`config.mk`:
```
export PLATFORM = sky130hd
export DESIGN_NAME = tac_tracker
export DESIGN_NICKNAME = d
export VERILOG_FILES = /design/src/rtl/core/tac_pkg.sv /design/src/rtl/core/tac_tracker.sv
export SDC_FILE = /design/constraint.sdc
export NUM_CORES = 1
export LEC_CHECK = 0
export ABC_AREA = 0
export BUFFER_PORTS_ARGS = -buffer_cell sky130_fd_sc_hd__buf_2
export CAP_MARGIN = 25
export CORE_MARGIN = 1
export CORE_UTILIZATION = 55
export CTS_BUF_LIST = sky130_fd_sc_hd__clkbuf_4 sky130_fd_sc_hd__clkbuf_8 sky130_fd_sc_hd__clkbuf_16
export CTS_CLUSTER_SIZE = 40
export DETAILED_ROUTE_END_ITERATION = 8
export GPL_TIMING_DRIVEN = 0
export PLACE_DENSITY_LB_ADDON = 0.25
export SLEW_MARGIN = 0
export SYNTH_ARGS = -nofsm -noshare
export SYNTH_HDL_FRONTEND = slang
export SYNTH_SLANG_ARGS = --single-unit
```
`constraint.sdc`:
```
create_clock -name clock -period 6.9 [get_ports clock]
set_input_delay 0.69 -clock clock [delete_from_list [all_inputs] [get_ports clock]]
set_output_delay 0.69 -clock clock [all_outputs]
set_load 0.1 [all_outputs]
```
`src/rtl/core/tac_pkg.sv`:
```
// shared constants and types for the tile average colour block
package tac_pkg;

   localparam int MAX_IMAGE_SIDE   = 4096;
   localparam int MAX_TILE         = 64;
   localparam int MAX_TILES_ACROSS = 2048;
   localparam int MIN_TILE         = 2;

   localparam int TSIZE_W    = 7;
   localparam int SIDE_W     = 13;
   localparam int POS_W      = 12;
   localparam int OFS_W      = 6;
   localparam int IDX_W      = 11;
   localparam int CHAN_W     = 8;
   localparam int SUM_W      = 20;
   localparam int COUNT_W    = 13;
   localparam int CSR_IDX_W  = 2;
   localparam int CSR_DATA_W = SIDE_W;
   localparam int SUM_ADDR_W = $clog2(MAX_TILES_ACROSS);
   localparam int STEP_W     = $clog2(SUM_W);
   localparam int REQ_DATA_W = 24;
   localparam int RSP_DATA_W = 48;

   localparam logic [CSR_IDX_W-1:0] CSR_TILE_SIZE    = 2'd0;
   localparam logic [CSR_IDX_W-1:0] CSR_IMAGE_WIDTH  = 2'd1;
   localparam logic [CSR_IDX_W-1:0] CSR_IMAGE_HEIGHT = 2'd2;

   localparam logic [TSIZE_W-1:0] TILE_SIZE_RESET    = 7'd8;
   localparam logic [SIDE_W-1:0]  IMAGE_WIDTH_RESET  = 13'd256;
   localparam logic [SIDE_W-1:0]  IMAGE_HEIGHT_RESET = 13'd256;

   typedef struct packed {
      logic [TSIZE_W-1:0] tile_size;
      logic [SIDE_W-1:0]  image_width;
      logic [SIDE_W-1:0]  image_height;
   } cfg_type;

   typedef struct packed {
      logic [SUM_ADDR_W-1:0] sum_addr;
      logic [IDX_W-1:0]      tile_column;
      logic [IDX_W-1:0]      tile_row;
      logic                  first_pixel;
      logic                  tile_done;
      logic                  image_done;
      logic [COUNT_W-1:0]    count;
   } pos_info_type;

   typedef struct packed {
      logic [SUM_W-1:0] blue;
      logic [SUM_W-1:0] green;
      logic [SUM_W-1:0] red;
   } sum_word_type;

   typedef enum logic [1:0] {
      ST_IDLE,
      ST_ACCUM,
      ST_DIVIDE
   } state_type;

endpackage

```
`src/rtl/core/tac_tracker.sv`:
```
// raster position, tile offsets and tile indices with end-of-tile flags
module tac_tracker (
   input  logic                  clock,
   input  logic                  reset,
   input  tac_pkg::cfg_type      cfg,
   input  logic                  advance,
   output tac_pkg::pos_info_type pos
);
   import tac_pkg::*;

   logic [POS_W-1:0] pix_col_ff, pix_col_in;
   logic [POS_W-1:0] pix_row_ff, pix_row_in;
   logic [OFS_W-1:0] ofs_x_ff, ofs_x_in;
   logic [OFS_W-1:0] ofs_y_ff, ofs_y_in;
   logic [IDX_W-1:0] tile_col_ff, tile_col_in;
   logic [IDX_W-1:0] tile_row_ff, tile_row_in;

   logic [TSIZE_W-1:0]   tile_side;
   logic [SIDE_W-1:0]    width_c;
   logic [SIDE_W-1:0]    height_c;
   logic                 row_end;
   logic                 col_end;
   logic                 tile_x_end;
   logic                 tile_y_end;
   logic [TSIZE_W-1:0]   span_x;
   logic [TSIZE_W-1:0]   span_y;
   logic [2*TSIZE_W-1:0] pix_count;

   always_comb begin
      priority if (cfg.tile_size < TSIZE_W'(MIN_TILE)) begin
         tile_side = TSIZE_W'(MIN_TILE);
      end else if (cfg.tile_size > TSIZE_W'(MAX_TILE)) begin
         tile_side = TSIZE_W'(MAX_TILE);
      end else begin
         tile_side = cfg.tile_size;
      end

      priority if (cfg.image_width == '0) begin
         width_c = SIDE_W'(1);
      end else if (cfg.image_width > SIDE_W'(MAX_IMAGE_SIDE)) begin
         width_c = SIDE_W'(MAX_IMAGE_SIDE);
      end else begin
         width_c = cfg.image_width;
      end

      priority if (cfg.image_height == '0) begin
         height_c = SIDE_W'(1);
      end else if (cfg.image_height > SIDE_W'(MAX_IMAGE_SIDE)) begin
         height_c = SIDE_W'(MAX_IMAGE_SIDE);
      end else begin
         height_c = cfg.image_height;
      end

      row_end    = {1'b0, pix_col_ff} >= (width_c - SIDE_W'(1));
      col_end    = {1'b0, pix_row_ff} >= (height_c - SIDE_W'(1));
      tile_x_end = row_end || ({1'b0, ofs_x_ff} >= (tile_side - TSIZE_W'(1)));
      tile_y_end = col_end || ({1'b0, ofs_y_ff} >= (tile_side - TSIZE_W'(1)));

      span_x    = {1'b0, ofs_x_ff} + TSIZE_W'(1);
      span_y    = {1'b0, ofs_y_ff} + TSIZE_W'(1);
      pix_count = span_x * span_y;

      pix_col_in  = pix_col_ff;
      pix_row_in  = pix_row_ff;
      ofs_x_in    = ofs_x_ff;
      ofs_y_in    = ofs_y_ff;
      tile_col_in = tile_col_ff;
      tile_row_in = tile_row_ff;

      if (advance) begin
         if (row_end) begin
            pix_col_in  = '0;
            ofs_x_in    = '0;
            tile_col_in = '0;
            if (col_end) begin
               pix_row_in  = '0;
               ofs_y_in    = '0;
               tile_row_in = '0;
            end else begin
               pix_row_in = pix_row_ff + POS_W'(1);
               if (tile_y_end) begin
                  ofs_y_in    = '0;
                  tile_row_in = tile_row_ff + IDX_W'(1);
               end else begin
                  ofs_y_in = ofs_y_ff + OFS_W'(1);
               end
            end
         end else begin
            pix_col_in = pix_col_ff + POS_W'(1);
            if (tile_x_end) begin
               ofs_x_in    = '0;
               tile_col_in = tile_col_ff + IDX_W'(1);
            end else begin
               ofs_x_in = ofs_x_ff + OFS_W'(1);
            end
         end
      end
   end

   always_ff @(posedge clock) begin
      if (reset) begin
         pix_col_ff  <= '0;
         pix_row_ff  <= '0;
         ofs_x_ff    <= '0;
         ofs_y_ff    <= '0;
         tile_col_ff <= '0;
         tile_row_ff <= '0;
      end else begin
         pix_col_ff  <= pix_col_in;
         pix_row_ff  <= pix_row_in;
         ofs_x_ff    <= ofs_x_in;
         ofs_y_ff    <= ofs_y_in;
         tile_col_ff <= tile_col_in;
         tile_row_ff <= tile_row_in;
      end
   end

   assign pos.sum_addr    = tile_col_ff[SUM_ADDR_W-1:0];
   assign pos.tile_column = tile_col_ff;
   assign pos.tile_row    = tile_row_ff;
   assign pos.first_pixel = (ofs_x_ff == '0) && (ofs_y_ff == '0);
   assign pos.tile_done   = tile_x_end && tile_y_end;
   assign pos.image_done  = row_end && col_end;
   assign pos.count       = pix_count[COUNT_W-1:0];

endmodule

```
==> results of run 1 <==
## kinds of logic after synthesis
kind of cell,Yosys count
AO/OA/AOI/OAI,143
XOR/XNOR,49
adder cells (fa/ha/maj),100
AND/OR/NAND/NOR,298
flip-flops,58
multiplexers,4
buffers and inverters,87
## sequential cells by signal, indices dropped and copies added, names as in the netlist
name,count
pix_col_ff,12
pix_row_ff,12
tile_col_ff,11
tile_row_ff,11
ofs_x_ff,6
ofs_y_ff,6
## layer usage
layer  share of wire, %  GRT usage (%)
met1                 45          33.42
met2                 50          45.93
met4                1.2          6.539
met3                4.1          4.242
met5                  0              0
## cell type report
class	instances	area (µm²)
multi-input combinational	594	4368
inverter	52	195.2
clock inverter	6	57.56
sequential	58	1161
clock buffer	10	131.4
fill	897	3632
tap	136	170.2
buffer	35	191.4
timing repair buffer	82	416.7
## timing repair
action | CTS | global route
pin swaps | 0 | 0
resized for setup | 1 | 14
setup endpoints to repair | 1 | 3
hold buffers | 0 | 0
## cells in the mapped netlist (2+ instances only)
cell type / n / area, µm²
nor2b_1: 6 / 37.54
a211oi_1: 4 / 30.03
a21oi_1: 51 / 255.2
xor2_1: 23 / 201.4
o21a_1: 10 / 75.07
and4_1: 3 / 26.28
a22oi_1: 4 / 30.03
o21ai_1: 3 / 15.01
nand2_1: 46 / 172.7
inv_1: 51 / 191.4
nor2_1: 98 / 367.9
mux2i_1: 4 / 40.04
o21bai_1: 3 / 22.52
o21ai_0: 20 / 100.1
nand3_1: 29 / 145.1
and3_1: 9 / 56.30
nor3b_1: 2 / 15.01
nor4_1: 7 / 43.79
a21o_1: 6 / 45.04
nand3b_1: 2 / 15.01
a31oi_1: 5 / 31.28
buf_6: 2 / 22.52
dfxtp_1: 58 / 1161
buf_4: 11 / 82.58
o41ai_1: 3 / 26.28
a21boi_0: 2 / 15.01
or4_1: 9 / 67.56
o22ai_1: 3 / 18.77
nand2b_1: 17 / 106.4
nor3_1: 16 / 80.08
a41o_1: 2 / 20.02
and2_1: 5 / 31.28
clkbuf_1: 20 / 75.07
o211ai_1: 3 / 22.52
or2_2: 11 / 68.82
xnor2_1: 26 / 227.7
a221oi_1: 3 / 26.28
nand4_1: 14 / 87.58
o31ai_1: 8 / 60.06
ha_1: 77 / 963.4
or3_1: 19 / 118.9
fa_1: 23 / 460.4
## path summary, 6_finish.rpt
path | startpoint | to | slack [ns] | cells after the start
max reg2reg | pix_col_ff[10] | tile_col_ff[2] | 3.85 | 8
min reg2reg | tile_row_ff[10] | tile_row_ff[10] | 0.50 | 2
max | ofs_y_ff[1] | pos[11] | 0.28 | 19
min | tile_row_ff[10] | tile_row_ff[10] | 0.50 | 2
## worst max-delay path: cells and delay by family (launching register included)
| kind | cells | cell delay (ns) |
|---|---|---|
| xor gates and xnor gates | 2 | 0.38 |
| AOI/OAI and AO/OA | 3 | 0.53 |
| buffers and inverters | 4 | 0.40 |
| and+or+nand+nor | 4 | 1.03 |
| adders and majority gates | 6 | 2.72 |
| DFF | 1 | 0.51 |
## power by group through the flow
stage                     sequential (mW)  clock [mW]  combinational [mW]
after global routing                0.340       0.324               0.134
after floorplan                     0.346           0              0.0815
after global placement              0.347           0               0.113
final                               0.339       0.307               0.119
after detailed placement            0.347           0               0.119
after CTS                           0.339       0.311               0.119
## per-stage QoR
| step | cells | worst slack, ns | power (mW) | utilization [%] | hold WS [ns] |
|---|---|---|---|---|---|
| floorplan | 739 | 0.2212 | 0.4280 | - | 0.4562 |
| global placement | 957 | 0.4182 | 0.4601 | 62.30 | 0.4590 |
| detailed placement | 957 | 0.3262 | 0.4655 | 62.30 | 0.4873 |
| CTS | 973 | 0.003255 | 0.7698 | 64.20 | 0.4982 |
| global route | 973 | 0.01863 | 0.7977 | 64.82 | 0.5227 |
| finish | 973 | 0.2780 | 0.7659 | 64.82 | 0.4976 |
==> results.json, run 1 <==
{
  "ys_seq_elements": 58,
  "hold_viol_final": 0,
  "tightestPinTransition_ns": 0.9513,
  "synth_compound_area_share_pct": 15.74,
  "fp.coreArea_mm2": 0.01032,
  "yosys.area_share.simple_pct": 25.49,
  "max-vdd-ir-drop_v": 0.0001041,
  "antenna_cells": 0,
  "post_dp_cell_area_mm2": 0.006431,
  "syn_avg_cell_area_um2": 7.917,
  "crit_path_cell_trace": "ha_2 > nand3_1 > xor2_4 > or2_2 > fa_1 > fa_1 > inv_1 > fa_1 > inv_1 > fa_1 > inv_1 > ha_1 > nand2_1 > o21ai_0 > or4_1 > a41o_1 > a21oi_1 > xnor2_1 > buf_6",
  "io_pins": 85,
  "grt_max_degree": 11,
  "worst_setup_path_end_kind": "primary output",
  "powerDensity_mw_per_mm2": 114.5,
  "fmax_mhz": 151.0,
  "outcome": "completed",
  "antenna_found_initial": 0,
  "first_pass_iters": 5,
  "worstPathArrival_ns": 5.93,
  "synthCells": 739,
  "synth_mux_area_share_pct": 0.6843,
  "swShare_pct": 28.75,
  "slew_headroom_pct": 36.09,
  "cell_internal_pwr_uw": 545.7,
  "post_cts_buffers": 0,
  "critPathSlowestCell": "fa_1",
  "crit_type": "flop to primary output",
  "cts.sink_count": 58,
  "place_hpwl_um": 10990,
  "antenna_left": 0,
  "nets": 968,
  "track_usage_pct": 26.21,
  "die_area_mm2": 0.01105,
  "synth_cell_types": 63,
  "drive_gt1_share_pct": 16.49,
  "viasPerCell": 5.742,
  "synth_top_family_by_area": "simple AND/OR/NAND/NOR gates",
  "tns_ns": 0,
  "wl_per_cell_um": 14.26,
  "die_w_um": 105.1,
  "grt_pass1_wl_um": 24050,
  "syn_to_final_growth_pct": 14.37,
  "initialDrtViolationCount": 399,
  "seqPwrFrac_pct": 44.3,
  "postRouteWirelength_um": 13870,
  "routabilityCongestion": 0.8787,
  "vias": 5587,
  "most-common-layout-cells": "nor2_1, buf_2, ha_1",
  "cp_common_cell": "fa_1",
  "io_buffers": 82,
  "timing.final.crit_share_pct": 95.97,
  "grt_pass1_vias": 5367,
  "rows": 37,
  "min_period_ns": 6.622,
  "insertion_delay_ns": 0.35,
  "start_util_pct": 56.67,
  "finalSetupViolCount": 0,
  "path_clk_slew_ns": 0.07,
  "synth_edf_count": 0,
  "max_stage_delay_ns": 0.55,
  "cp-start-kind": "flop",
  "crit_fanout": 8,
  "htree_levels": 3,
  "numCtsBuffers": 9,
  "slew_viol_final": 0,
  "cts.path.max_buffers": 2,
  "synth-seq-area-share_pct": 19.85,
  "synthAdderAreaFrac_pct": 24.34,
  "synth_ff_type": "dfxtp_1",
  "rsz0062_at_grt": "no",
  "cts-root-buf": "clkbuf_8",
  "p_comb_share_pct": 15.5,
  "cp.required_ns": 6.21,
  "p_clk_share_pct": 40.1,
  "hp-class": "flop to flop",
  "synth_xor_area_share_pct": 7.335,
  "yosysWarnings": 0,
  "switching_power_uw": 220.2,
  "synthArstFlopShare_pct": 0,
  "syn_nets": 875,
  "drc": 0,
  "cap_viol_max_count": 0,
  "grt-ovfl-total": 0,
  "layout_commonest_cell": "nor2_1",
  "finClkSkew_ns": 0.01382,
  "fp.dieH_um": 105.1,
  "synthesis.area_mm2": 0.005851,
  "cts_tree": "built",
  "finish.instance_area_mm2": 0.006691,
  "power_leakage_nw": 3.067
}
No activity file was read; power rests on OpenSTA's default activity.
==> run 2, diff against run 1 <==
--- a/config.mk
+++ b/config.mk
@@ -8,6 +8,7 @@
 export ABC_AREA = 0
 export BUFFER_PORTS_ARGS = -buffer_cell sky130_fd_sc_hd__buf_2
 export CAP_MARGIN = 25
+export CORE_ASPECT_RATIO = 1.2
 export CORE_MARGIN = 1
 export CORE_UTILIZATION = 55
 export CTS_BUF_LIST = sky130_fd_sc_hd__clkbuf_4 sky130_fd_sc_hd__clkbuf_8 sky130_fd_sc_hd__clkbuf_16
==> run 2 against run 1 <==
Final area rose by 1.2%. Sequential cell count is the same. Global-route usage is 0.21 points lower.
==> results.json, run 2 (synthesized netlist as in run 1, its figures left out) <==
{
  "outcome": "completed",
  "grt_pass1_wl_um": 22910,
  "place_hpwl_um": 10850,
  "cp-start-kind": "flop",
  "wl_per_cell_um": 14.34,
  "track_usage_pct": 26.01,
  "post_dp_cell_area_mm2": 0.006419,
  "worst_setup_path_end_kind": "primary output",
  "antenna_found_initial": 0,
  "slew_headroom_pct": 34.90,
  "nets": 967,
  "min_period_ns": 6.601,
  "die_w_um": 96.15,
  "crit_fanout": 8,
  "routabilityCongestion": 0.8667,
  "fp.dieH_um": 115.0,
  "fp.coreArea_mm2": 0.01016,
  "cts_hold_buf": 0,
  "cp.required_ns": 6.21,
  "drc": 0,
  "tightestPinTransition_ns": 0.9691,
  "cts.sink_count": 58,
  "layout_commonest_cell": "nor2_1",
  "cts-root-buf": "clkbuf_16",
  "crit_path_cell_trace": "ha_1 > nand3_1 > xor2_2 > or2_2 > fa_1 > fa_1 > inv_1 > fa_1 > inv_1 > fa_1 > inv_1 > ha_1 > nand2_1 > o21ai_0 > or4_1 > a41o_1 > a21oi_1 > xnor2_1 > buf_4",
  "vias": 5625,
  "die_area_mm2": 0.01106,
  "initialDrtViolationCount": 257,
  "cts_tree": "built",
  "powerDensity_mw_per_mm2": 133.1,
  "cp_common_cell": "fa_1",
  "grt_max_degree": 11,
  "worst_path_dominant_cell_family": "adder cells",
  "grt-ovfl-total": 0,
  "grt_pass1_vias": 5240,
  "critPathSlowestCell": "fa_1",
  "path_clk_slew_ns": 0.05,
  "cap_viol_max_count": 0,
  "max-vdd-ir-drop_v": 0.0001420,
  "slew_viol_final": 0,
  "worstPathArrival_ns": 5.91,
  "insertion_delay_ns": 0.33,
  "fmax_mhz": 151.5,
  "start_util_pct": 57.59,
  "htree_levels": 3,
  "postRouteWirelength_um": 13780,
  "cts.path.max_buffers": 2,
  "power_leakage_nw": 3.114,
  "finalSetupViolCount": 0,
  "hp-class": "flop to flop",
  "crit_type": "flop to primary output",
  "antenna_left": 0,
  "max_stage_delay_ns": 0.57,
  "finish.instance_area_mm2": 0.006769,
  "numCtsBuffers": 9,
  "antenna_cells": 0,
  "first_pass_iters": 5,
  "io_pins": 85,
  "timing.final.crit_share_pct": 95.66,
  "finClkSkew_ns": 0.004036,
  "io_buffers": 82,
  "syn_to_final_growth_pct": 15.70,
  "hold_viol_final": 0,
  "viasPerCell": 5.853,
  "path_buf_inv": 4,
  "most-common-layout-cells": "nor2_1, buf_2, ha_1",
  "hold_slack_ns": 0.4776,
  "drive_gt1_share_pct": 16.29,
  "rows": 40,
  "reg_top3": "pix_col_ff x12, pix_row_ff x12"
}
## run 2: cell count changes in the layout (fill, tap and decap cells not counted)
cell / previous run / this run
buf_4: 11 / 12
buf_6: 3 / 2
clkbuf_16: 0 / 9
clkbuf_2: 2 / 1
clkbuf_4: 1 / 2
clkbuf_8: 9 / 1
clkinv_2: 4 / 2
clkinvlp_4: 1 / 0
ha_1: 76 / 77
ha_2: 1 / 0
xor2_1: 18 / 17
xor2_2: 3 / 5
xor2_4: 2 / 1
## run 2: worst register-to-register path, delay by kind of cell, from the launching register on
kind            cells  cell delay (ns)
compound gates      4             1.34
fa+ha+maj           1             0.32
buf+inv             2             0.84
flops               1             0.34
simple gates        1             0.25
## run 2: repair_timing
item,4_1_cts,5_1_grt
gates resized for setup,1,10
buffers inserted,0,0
gates cloned,0,0
endpoints found under the setup margin,1,2
## run 2: worst paths after layout
| check | from | endpoint | slack, ns | depth (start not counted) |
|---|---|---|---|---|
| setup / recovery | ofs_y_ff[1] | pos[11] | 0.30 | 19 |
| hold / removal | tile_row_ff[10] | tile_row_ff[10] | 0.48 | 2 |
| setup reg to reg | pix_col_ff[10] | tile_col_ff[2] | 3.75 | 8 |
| hold reg to reg | tile_row_ff[10] | tile_row_ff[10] | 0.48 | 2 |
## run 2: per-layer routing
metal / vias to the layer above / GRT usage (%) / share of wire [%]
li1: 2785 / - / -
met5: - / 0 / 0
met4: 0 / 7.463 / 1.5
met1: 2629 / 31.05 / 42
met3: 21 / 3.571 / 5.1
met2: 190 / 47.71 / 51
## run 2: layout make-up
class / instances / area, µm²
tap: 126 / 157.7
sequential: 58 / 1161
buffer: 34 / 186.4
inverter: 52 / 195.2
clock inverter: 3 / 40.04
fill: 856 / 3391
timing repair buffer: 82 / 412.9
multi-input combinational: 594 / 4362
clock buffer: 12 / 254.0
## run 2: where the power goes
group	leakage [nW]	switching, mW	total (mW)	internal [mW]
clock	0.149	0.148	0.442	0.293
combinational	2.50	0.0776	0.118	0.0408
sequential	0.468	0.00271	0.340	0.338
total	3.11	0.229	0.901	0.672
## run 2: stage by stage
stage	power (mW)	setup WS (ns)	TNS, ns	utilization, %	std cells
2_1_floorplan	0.4280	0.2212	0	-	739
3_3_place_gp	0.4584	0.4164	0	63.18	947
3_5_place_dp	0.4642	0.3605	0	63.18	947
4_1_cts	0.9017	0.03428	0	66.15	962
5_1_grt	0.9314	-0.008436	-0.008436	66.63	961
6_report	0.9006	0.2994	0	66.63	961
