===== src/rtl/core/tac_pkg.sv =====
// shared constants and types for the tile average colour block
package tac_pkg;

   localparam int MAX_IMAGE_SIDE   = 4096;
   localparam int MAX_TILE         = 64;
   localparam int MAX_TILES_ACROSS = 2048;
   localparam int MIN_TILE         = 2;

   localparam int TSIZE_W    = 7;
   localparam int SIDE_W     = 13;
   localparam int POS_W      = 12;
   localparam int OFS_W      = 6;
   localparam int IDX_W      = 11;
   localparam int CHAN_W     = 8;
   localparam int SUM_W      = 20;
   localparam int COUNT_W    = 13;
   localparam int CSR_IDX_W  = 2;
   localparam int CSR_DATA_W = SIDE_W;
   localparam int SUM_ADDR_W = $clog2(MAX_TILES_ACROSS);
   localparam int STEP_W     = $clog2(SUM_W);
   localparam int REQ_DATA_W = 24;
   localparam int RSP_DATA_W = 48;

   localparam logic [CSR_IDX_W-1:0] CSR_TILE_SIZE    = 2'd0;
   localparam logic [CSR_IDX_W-1:0] CSR_IMAGE_WIDTH  = 2'd1;
   localparam logic [CSR_IDX_W-1:0] CSR_IMAGE_HEIGHT = 2'd2;

   localparam logic [TSIZE_W-1:0] TILE_SIZE_RESET    = 7'd8;
   localparam logic [SIDE_W-1:0]  IMAGE_WIDTH_RESET  = 13'd256;
   localparam logic [SIDE_W-1:0]  IMAGE_HEIGHT_RESET = 13'd256;

   typedef struct packed {
      logic [TSIZE_W-1:0] tile_size;
      logic [SIDE_W-1:0]  image_width;
      logic [SIDE_W-1:0]  image_height;
   } cfg_type;

   typedef struct packed {
      logic [SUM_ADDR_W-1:0] sum_addr;
      logic [IDX_W-1:0]      tile_column;
      logic [IDX_W-1:0]      tile_row;
      logic                  first_pixel;
      logic                  tile_done;
      logic                  image_done;
      logic [COUNT_W-1:0]    count;
   } pos_info_type;

   typedef struct packed {
      logic [SUM_W-1:0] blue;
      logic [SUM_W-1:0] green;
      logic [SUM_W-1:0] red;
   } sum_word_type;

   typedef enum logic [1:0] {
      ST_IDLE,
      ST_ACCUM,
      ST_DIVIDE
   } state_type;

endpackage


===== src/rtl/core/tac_divider.sv =====
// three-lane restoring divider, one quotient bit per cycle, saturated to 8 bits
module tac_divider (
   input  logic                          clock,
   input  logic                          reset,
   input  logic                          start,
   input  tac_pkg::sum_word_type         dividend,
   input  logic [tac_pkg::COUNT_W-1:0]   divisor,
   output logic                          busy,
   output logic [2:0][tac_pkg::CHAN_W-1:0] avg
);
   import tac_pkg::*;

   logic                     busy_ff, busy_in;
   logic [STEP_W-1:0]        step_ff, step_in;
   logic [COUNT_W-1:0]       dsor_ff;
   logic [2:0][COUNT_W-1:0]  rem_ff, rem_in;
   logic [2:0][SUM_W-1:0]    quo_ff, quo_in;
   logic [2:0][COUNT_W:0]    trial;
   logic [2:0][SUM_W-1:0]    start_val;

   assign start_val[0] = dividend.red;
   assign start_val[1] = dividend.green;
   assign start_val[2] = dividend.blue;

   always_comb begin
      busy_in = busy_ff;
      step_in = step_ff;
      rem_in  = rem_ff;
      quo_in  = quo_ff;
      for (int lane = 0; lane < 3; lane++) begin
         trial[lane] = {rem_ff[lane], quo_ff[lane][SUM_W-1]};
      end
      if (start) begin
         busy_in = 1'b1;
         step_in = '0;
         for (int lane = 0; lane < 3; lane++) begin
            rem_in[lane] = '0;
            quo_in[lane] = start_val[lane];
         end
      end else if (busy_ff) begin
         for (int lane = 0; lane < 3; lane++) begin
            if (trial[lane] >= {1'b0, dsor_ff}) begin
               rem_in[lane] = COUNT_W'(trial[lane] - {1'b0, dsor_ff});
               quo_in[lane] = {quo_ff[lane][SUM_W-2:0], 1'b1};
            end else begin
               rem_in[lane] = trial[lane][COUNT_W-1:0];
               quo_in[lane] = {quo_ff[lane][SUM_W-2:0], 1'b0};
            end
         end
         step_in = step_ff + STEP_W'(1);
         if (step_ff == STEP_W'(SUM_W - 1)) begin
            busy_in = 1'b0;
         end
      end
   end

   always_ff @(posedge clock) begin
      if (reset) begin
         busy_ff <= 1'b0;
         step_ff <= '0;
      end else begin
         busy_ff <= busy_in;
         step_ff <= step_in;
      end
   end

   always_ff @(posedge clock) begin
      if (start) begin
         dsor_ff <= divisor;
      end
      rem_ff <= rem_in;
      quo_ff <= quo_in;
   end

   always_comb begin
      for (int lane = 0; lane < 3; lane++) begin
         avg[lane] = (|quo_ff[lane][SUM_W-1:CHAN_W]) ? {CHAN_W{1'b1}}
                                                     : quo_ff[lane][CHAN_W-1:0];
      end
   end

   assign busy = busy_ff;

   a_no_restart: assert property (@(posedge clock) disable iff (reset)
      start |-> !busy_ff)
      else $error("divider started while busy");

   a_step_bound: assert property (@(posedge clock) disable iff (reset)
      busy_ff && (step_ff == STEP_W'(SUM_W - 1)) |=> !busy_ff)
      else $error("divider ran past its last step");

endmodule


===== config.mk =====
export PLATFORM = sky130hd
export DESIGN_NAME = tac_divider
export DESIGN_NICKNAME = d
export VERILOG_FILES = /design/src/rtl/core/tac_pkg.sv /design/src/rtl/core/tac_divider.sv
export SDC_FILE = /design/constraint.sdc
export NUM_CORES = 1
export LEC_CHECK = 0
export ABC_CLOCK_PERIOD_IN_PS = 8300
export BUFFER_PORTS_ARGS = -buffer_cell sky130_fd_sc_hd__buf_2
export CAP_MARGIN = 15
export CELL_PAD_IN_SITES_DETAIL_PLACEMENT = 1
export CELL_PAD_IN_SITES_GLOBAL_PLACEMENT = 1
export CORE_AREA = 3 3 125 127
export DETAILED_ROUTE_END_ITERATION = 10
export DIE_AREA = 0 0 128 130
export PLACE_DENSITY = 0.86
export SYNTH_ARGS = -nofsm -noshare
export SYNTH_HDL_FRONTEND = slang
export SYNTH_SLANG_ARGS = --single-unit

===== constraint.sdc =====
create_clock -name clock -period 8.3 [get_ports clock]
set_input_delay 1.66 -clock clock [delete_from_list [all_inputs] [get_ports clock]]
set_output_delay 1.66 -clock clock [all_outputs]
set_load 0.005 [all_outputs]

==> impl_metrics.ini, run 1 <==
[sta]
min_period_over_period_pct = 46.4
worstMarginPinSlew_ns = 1.17
rsz0062_at_grt = no
tns_ns = 0
period_needed_ns = 3.86
setup_viol = 0
slew_headroom_pct = 22.2
clock_skew_ns = 0.00845
final-hold-violation-count = 0
maxSlewViolCount = 0
clock.fmax_mhz = 259

[synthesis]
yosysTopAreaCell = edfxtp_1
ys_ff_latch = 118
yosysSeqAreaShare_pct = 43.5
synth_cell_types = 66
syn_inst = 664
avgSynthCellArea_um2 = 10.7
async_reset_ff_share_pct = 0
ys_warn_count = 0
synth_top_area_share_pct = 30.8
synthFlopType = edfxtp_1
synth.area.top_cells = edfxtp_1 (31%), dfxtp_1 (13%), mux2_2 (9.5%)
synth_edf_count = 73
syn_nets = 783
synth_area_um2 = 7110

[layout]
multi_input_area_um2 = 3770
ff_latch_area_um2 = 3090
area_growth_pct = 18.0
drive_gt1_share_pct = 30.4
final_cell_mix = buf_2 (99), edfxtp_1 (73), mux2_2 (60)
fillCellCount = 1642
final_common_cell = buf_2
fin_nets = 879
postLayoutCellArea_um2 = 8390

[run_status]
outcome = complete, no violations

[power]
p_leak_nw = 3.39
p_switching_uw = 527
switching_share_pct = 27.6
power_density_nw_per_um2 = 227
combPwrFrac_pct = 20.1
p_int_mw = 1.38
vdd_drop_max_mv = 0.139
clockPowerShare_pct = 41.8
p_seq_share_pct = 38.1
p_total_mw = 1.91

[hold_path]
min-delay-start = rem_ff[35]
holdPathStages = 2
hold_end = rem_ff[35]
min_path_type = flop to flop

[global_routing]
first_global_vias = 6354
overflow = 0
antenna_found_initial = 3
grt_pass1_wl_mm = 34.6
grt_max_degree = 78
grt_use_total_pct = 27.0

[floorplan]
start_util_pct = 48.9
ioPinCount = 101
coreArea_um2 = 14500
die_x_um = 128
die_y_um = 130
dieArea_um2 = 16600
fp-row-count = 44

[place]
port_buffers = 100
postPlaceCellArea_um2 = 7760
dpl.hpwl_mm = 14.6
place.gp.congestion = 0.852

[clocking]
cts_resized = 0
cts-buffers-inserted = 17
root_buffer = clkbuf_16
max-clock-path-buffers = 2
cts_tree = built
cts_setup_buffers = 0
cts_sinks = 118
clk_pin_slew_ns = 0.06
cts_max_level = 4
clk_latency_ns = 0.43
hold_buffers = 0

[setup_path]
startpoint = quo_ff[19]
arrival_ns = 2.20
reg2reg_slack_ns = 4.73
slowest_delay_ns = 0.48
path_cells = nor4_1 -> nand3_1 -> or2_2 -> buf_2
worstSetupEndpointType = output port
cp_top_family = simple AND/OR/NAND/NOR gates
worst-path-max-fanout = 8
start_kind = flop
worst-r2r-cell-count = 10
worstSetupPathType = flop to output port
reg2reg_from = quo_ff[19]
crit_required_ns = 6.64
crit_slowest_cell = edfxtp_1
path_buf_inv = 1
r2r-end = rem_ff[3]

[route]
antenna_left = 0
drt_iter0_drc = 401
vias = 5916
drtPass1Iterations = 6
routed_wl_mm = 22.2
wl_per_cell_um = 23.1
drc = 0
vias_per_cell = 6.16

[job]
cap_violations = 0
-- synth_stat cells (all sizes together) (17+ instances only) --
master,number
ha,40
nor2,43
edfxtp,73
a211oi,20
clkbuf,19
nand3,26
xnor2,17
or2,27
nand2,24
mux2,60
mux2i,20
a21oi,23
o21ai,28
inv,32
dfxtp,45
-- tightest hold or removal path, stage by stage (launching register included) --
cell and delay, ns:
dfxtp_1 0.33, nand2_1 0.07, o21ai_1 0.06
-- kinds of logic after synthesis --
group           after synthesis  synth area share (%)
fa+ha+maj                    43                  7.89
simple gates                185                  13.8
mux                          80                  12.3
flops                       118                  43.5
buf+inv                      60                  3.38
compound gates              152                  15.9
xor+xnor                     26                  3.20
-- state kept, by name, summed over array words and instances, names as in the netlist --
name     count
quo_ff      60
step_ff      5
busy         1
rem_ff      39
dsor_ff     13
-- worst max-delay path by stage --
stage                       endpoint  cells after the start
final                         avg[4]                      4
after global routing          avg[4]                      4
after CTS                     avg[4]                      4
after detailed placement  quo_ff[29]                      3
after global placement    quo_ff[56]                      3
after floorplan            quo_ff[0]                      3
-- final cells by class --
cell class / count / share of cell area, %
sequential: 118 / 36.9
timing repair buffer: 105 / 6.44
clock buffer: 22 / 5.29
clock inverter: 9 / 2.10
tap: 184 / 2.74
antenna: 4 / 0.119
inverter: 32 / 1.43
multi-input combinational: 486 / 45.0
-- power by group through the flow --
stage,registers [mW],clock network [mW],logic (mW)
floorplan,0.719,0,0.273
finish,0.726,0.798,0.383
CTS,0.725,0.802,0.379
detailed placement,0.734,0,0.366
global route,0.732,0.832,0.418
global placement,0.729,0,0.343
-- stage by stage --
stage                     setup WS, ns  instances  hold WS (ns)  util [%]
after floorplan                   4.80        664         0.445         -
after global placement            4.77        925         0.466      53.4
after detailed placement          4.69        925         0.486      53.4
after CTS                         4.47        956         0.496      57.7
after global routing              4.37        958         0.530      57.7
final                             4.44        960         0.498      57.7
-- metal layers --
metal | track usage [%] | routed length (um) | share of wire [%]
met1 | 29.8 | 8390 | 38
met4 | 11.9 | 724 | 3.3
met2 | 48.3 | 11800 | 53
met5 | 0 | 10 | 0.045
met3 | 7.86 | 1260 | 5.7
(Power assumes the default switching activity.)
==> run 2, diff against run 1 <==
==> config.mk (replaced) <==
export PLATFORM = sky130hd
export DESIGN_NAME = tac_divider
export DESIGN_NICKNAME = d
export VERILOG_FILES = /design/src/rtl/core/tac_pkg.sv /design/src/rtl/core/tac_divider.sv
export SDC_FILE = /design/constraint.sdc
export NUM_CORES = 1
export LEC_CHECK = 0
export ABC_CLOCK_PERIOD_IN_PS = 3900
export BUFFER_PORTS_ARGS = -buffer_cell sky130_fd_sc_hd__buf_2
export CAP_MARGIN = 15
export CELL_PAD_IN_SITES_DETAIL_PLACEMENT = 1
export CELL_PAD_IN_SITES_GLOBAL_PLACEMENT = 1
export CORE_AREA = 3 3 129 131
export DETAILED_ROUTE_END_ITERATION = 10
export DIE_AREA = 0 0 132 134
export PLACE_DENSITY = 0.82
export SYNTH_ARGS = -nofsm -noshare
export SYNTH_HDL_FRONTEND = slang
export SYNTH_SLANG_ARGS = --single-unit
==> constraint.sdc (replaced) <==
create_clock -name clock -period 3.9 [get_ports clock]
set_input_delay 0.78 -clock clock [delete_from_list [all_inputs] [get_ports clock]]
set_output_delay 0.78 -clock clock [all_outputs]
set_load 0.005 [all_outputs]
==> impl_metrics.ini, run 2 (synthesis gave the netlist of run 1 again) <==
[run_status]
outcome = complete, no violations

[clocking]
root_buffer = clkbuf_16
cts_setup_buffers = 0
cts_max_level = 4
hold_buffers = 0
cts-buffers-inserted = 17
clk_latency_ns = 0.43
cts_resized = 0
clk_pin_slew_ns = 0.06
cts_tree = built
max-clock-path-buffers = 2
cts_sinks = 118

[sta]
layout_setup_ws_ns = 0.698
clock.fmax_mhz = 312
min_period_over_period_pct = 82.1
slew_headroom_pct = 47.8
period_needed_ns = 3.20
maxSlewViolCount = 0
clock_skew_ns = 0.0123
tns_ns = 0
setup_viol = 0
final-hold-violation-count = 0
rsz0062_at_grt = no
worstMarginPinSlew_ns = 0.783

[hold_path]
holdPathStages = 2
min_path_type = flop to flop

[layout]
final_common_cell = buf_2
fillCellCount = 1700
area_growth_pct = 18.5
largest_reg_flops = 60
drive_gt1_share_pct = 31.8
antennaDiodeCount = 0
ff_latch_area_um2 = 3090
final_util_pct = 53.6
fin_cells = 996
fin_nets = 886
multi_input_area_um2 = 3770
top_regs = quo_ff x60, rem_ff x39, dsor_ff x13
final_cell_mix = buf_2 (99), edfxtp_1 (73), mux2_2 (60)
top_register = quo_ff

[setup_path]
crit_slowest_cell = a31oi_2
worstSetupPathType = flop to flop
arrival_ns = 3.48
start_kind = flop
worstSetupEndpointType = flop
worst-r2r-cell-count = 10
worst-path-max-fanout = 9
path_cells = ha_1 -> fa_1 -> nor2b_1 -> o211ai_1 -> a21boi_0 -> o311ai_1 -> a31oi_2 -> buf_4 -> mux2i_1 -> a211oi_1
crit_required_ns = 4.18
slowest_delay_ns = 0.47

[floorplan]
coreArea_um2 = 15700
ioPinCount = 101
die_y_um = 134
start_util_pct = 45.2
die_x_um = 132
dieArea_um2 = 17700
fp-row-count = 46

[route]
wl_met3_mm = 1.25
routed_wl_mm = 20.6
drt_iter0_drc = 317
met2_length_mm = 10.1
highest_layer = met5
vias_per_cell = 5.73
drc = 0
vias = 5708
drtPass1Iterations = 5
antenna_left = 0
wl_met1_mm = 8.73
wl_per_cell_um = 20.7

[global_routing]
antenna_found_initial = 1
grt_use_total_pct = 23.7
overflow = 0
grt_pass1_wl_mm = 33.4
first_global_vias = 6233
grt_max_degree = 61

[place]
pre_cts_slack_ns = 0.760
dpl.hpwl_mm = 14.4
place_inst = 964
place.gp.congestion = 0.887
port_buffers = 100

[job]
cap_violations = 0

[power]
vdd_drop_max_mv = 0.339
p_leak_nw = 3.40
power_density_nw_per_um2 = 461
[run 2: cell types whose count changed in the layout (fill, tap and decap cells not counted), sizes merged]
cell | previous run | this run
buf | 105 | 112
clkinv | 4 | 3
bufinv | 5 | 1
clkinvlp | 0 | 2
diode | 4 | 0
inv | 32 | 40
clkbuf | 22 | 18
[run 2: critical path, delay by kind of cell, from the launching register on]
| family | cells | cell delay, ns |
|---|---|---|
| AO/OA/AOI/OAI | 5 | 1.23 |
| adder cells (fa/ha/maj) | 2 | 0.67 |
| flip-flops | 1 | 0.46 |
| buffers and inverters | 1 | 0.29 |
| multiplexers | 1 | 0.23 |
| AND/OR/NAND/NOR | 1 | 0.19 |
[run 2: stage by stage]
stage	hold slack [ns]	area [um^2]	total power [mW]
after detailed placement	0.472	7850	2.34
after floorplan	0.445	7110	2.11
final	0.498	8420	3.88
after global placement	0.460	7850	2.30
after global routing	0.522	8420	4.06
after CTS	0.479	8420	3.91
[run 2: worst paths after layout]
kind,start,endpoint,slack [ns]
max,dsor_ff[0],rem_ff[15],0.70
min,rem_ff[37],rem_ff[37],0.50
max reg2reg,dsor_ff[0],rem_ff[15],0.70
min reg2reg,rem_ff[37],rem_ff[37],0.50
[run 2: area by class of cell]
class                           instances  area share, %
Multi-Input combinational cell        486           44.8
Sequential cell                       118           36.8
Timing Repair Buffer                  112           7.04
Clock buffer                           18           5.10
Tap cell                              216           3.21
Clock inverter                         14           1.65
Inverter                               32           1.43
[run 2: power by group]
group	total [mW]	internal (mW)	leakage [nW]	switching, mW
sequential	1.55	1.46	1.10	0.0858
clock	1.54	0.894	0.276	0.645
combinational	0.795	0.353	2.02	0.442
total	3.88	2.71	3.40	1.17
[run 2: layer usage]
layer	track usage (%)	vias to the layer above
met2	40.5	169
met1	28.7	2774
met3	7.20	36
li1	-	2727
met5	0	-
met4	7.64	2
==> run 3, diff against run 2 <==
==> config.mk (replaced) <==
export PLATFORM = sky130hd
export DESIGN_NAME = tac_divider
export DESIGN_NICKNAME = d
export VERILOG_FILES = /design/src/rtl/core/tac_pkg.sv /design/src/rtl/core/tac_divider.sv
export SDC_FILE = /design/constraint.sdc
export NUM_CORES = 1
export LEC_CHECK = 0
export ABC_CLOCK_PERIOD_IN_PS = 2840
export BUFFER_PORTS_ARGS = -buffer_cell sky130_fd_sc_hd__buf_2
export CAP_MARGIN = 15
export CELL_PAD_IN_SITES_DETAIL_PLACEMENT = 1
export CELL_PAD_IN_SITES_GLOBAL_PLACEMENT = 1
export CORE_AREA = 3 3 136 138
export DETAILED_ROUTE_END_ITERATION = 10
export DIE_AREA = 0 0 139 141
export PLACE_DENSITY = 0.78
export SYNTH_ARGS = -nofsm -noshare
export SYNTH_HDL_FRONTEND = slang
export SYNTH_SLANG_ARGS = --single-unit
==> constraint.sdc (replaced) <==
create_clock -name clock -period 2.84 [get_ports clock]
set_input_delay 0.568 -clock clock [delete_from_list [all_inputs] [get_ports clock]]
set_output_delay 0.568 -clock clock [all_outputs]
set_load 0.005 [all_outputs]
==> impl_metrics.ini, run 3 (synthesis gave the netlist of run 1 again) <==
[route]
antenna_left = 0
wl_per_cell_um = 19.5
wl_met1_mm = 8.54
drtPass1Iterations = 4
vias = 5741
drc = 0
met2_length_mm = 9.82
vias_per_cell = 5.62
wl_met3_mm = 1.20
highest_layer = met4
drt_iter0_drc = 357
routed_wl_mm = 20.0

[power]
vdd_drop_max_mv = 0.456
p_leak_nw = 3.48
power_density_nw_per_um2 = 622

[global_routing]
overflow = 0
grt_max_degree = 61
first_global_vias = 6161
grt_pass1_wl_mm = 32.0
grt_use_total_pct = 20.3
antenna_found_initial = 0

[sta]
maxSlewViolCount = 0
clock_skew_ns = 0.0107
layout_setup_ws_ns = 0.103
hold_ws_ns = 0.317
tns_ns = 0
min_period_over_period_pct = 96.4
period_needed_ns = 2.74
final-hold-violation-count = 0
worstMarginPinSlew_ns = 0.758
setup_viol = 0
clock.fmax_mhz = 365
slew_headroom_pct = 49.5

[layout]
final_common_cell = buf_2
top_regs = quo_ff x60, rem_ff x39, dsor_ff x13
largest_reg_flops = 60
fin_nets = 903
area_growth_pct = 21.3
postLayoutCellArea_um2 = 8620
antennaDiodeCount = 0
final_cell_mix = buf_2 (100), edfxtp_1 (73), mux2_2 (60)
top_register = quo_ff
drive_gt1_share_pct = 34.9

[setup_path]
arrival_ns = 3.08
start_kind = flop
crit_required_ns = 3.18
path_cells = buf_4 -> fa_2 -> nor2b_2 -> o211ai_1 -> a21boi_2 -> o311ai_2 -> a31oi_2 -> buf_4 -> mux2_2 -> a211oi_2
crit_slowest_cell = edfxtp_1
worstSetupPathType = flop to flop
worst-path-max-fanout = 4
slowest_delay_ns = 0.47
crit_top_cell = buf_4
worstSetupEndpointType = flop

[place]
place.gp.congestion = 0.884
postPlaceCellArea_um2 = 7940
dpl.hpwl_mm = 14.2
port_buffers = 100
pre_cts_slack_ns = -0.169

[run_status]
outcome = complete, no violations

[floorplan]
fp-row-count = 48
start_util_pct = 41.1
ioPinCount = 101
dieArea_um2 = 19600
die_x_um = 139
die_y_um = 141
coreArea_um2 = 17300

[clocking]
max-clock-path-buffers = 2
cts_max_level = 4
clk_latency_ns = 0.43
cts-buffers-inserted = 17
hold_buffers = 0
cts_tree = built
root_buffer = clkbuf_16
cts_sinks = 118
clk_pin_slew_ns = 0.06

[hold_path]
min_path_type = primary input to flop

[job]
cap_violations = 0
## run 3: cell types whose count changed in the layout (fill, tap and decap cells not counted), sizes merged
cell      previous run  this run
buf                112       129
clkinvlp             2         3
clkinv               3         5
clkbuf              18        17
inv                 40        38
## run 3: stage by stage
step / util [%] / std cells / power (mW)
floorplan: - / 664 / 2.90
global placement: 45.9 / 983 / 3.16
detailed placement: 45.9 / 983 / 3.23
CTS: 49.3 / 1016 / 5.35
global route: 49.8 / 1022 / 5.61
finish: 49.8 / 1022 / 5.36
## run 3: area by class of cell
class	count	area [um^2]
fill	1912	8680
multi-input combinational	486	3820
sequential	118	3090
timing repair buffer	129	726
clock buffer	17	425
tap	225	282
clock inverter	15	146
inverter	32	120
## run 3: final timing paths
path	startpoint	end	slack (ns)	cells past startpoint
worst max-delay path	dsor_ff[1]	rem_ff[13]	0.10	10
worst min-delay path	divisor[3]	dsor_ff[3]	0.32	1
worst max register to register	dsor_ff[1]	rem_ff[13]	0.10	10
worst min register to register	rem_ff[35]	rem_ff[35]	0.48	2
## run 3: metal layers
layer / track usage, % / up-vias
li1: - / 2750
met1: 24.1 / 2826
met2: 35.2 / 136
met3: 6.31 / 29
met4: 6.49 / 0
met5: 0 / -
## run 3: timing repair
action	4_1_cts	5_1_grt
cloned	0	1
endpoints found under the setup margin	10	36
gates resized for setup	2	16
setup buffers	1	5
pin swaps	2	6
## run 3: report_power, final
part / switching, mW / internal (mW)
clock: 0.882 / 1.22
sequential: 0.102 / 2.01
combinational: 0.628 / 0.516
total: 1.61 / 3.74
## run 3: worst max-delay path: cells and delay by family (launching register included)
family / cells / cell delay, ns
DFF: 1 / 0.47
buffers and inverters: 2 / 0.35
adders and majority gates: 1 / 0.40
muxes: 1 / 0.35
and+or+nand+nor: 1 / 0.16
AOI/OAI and AO/OA: 5 / 0.93
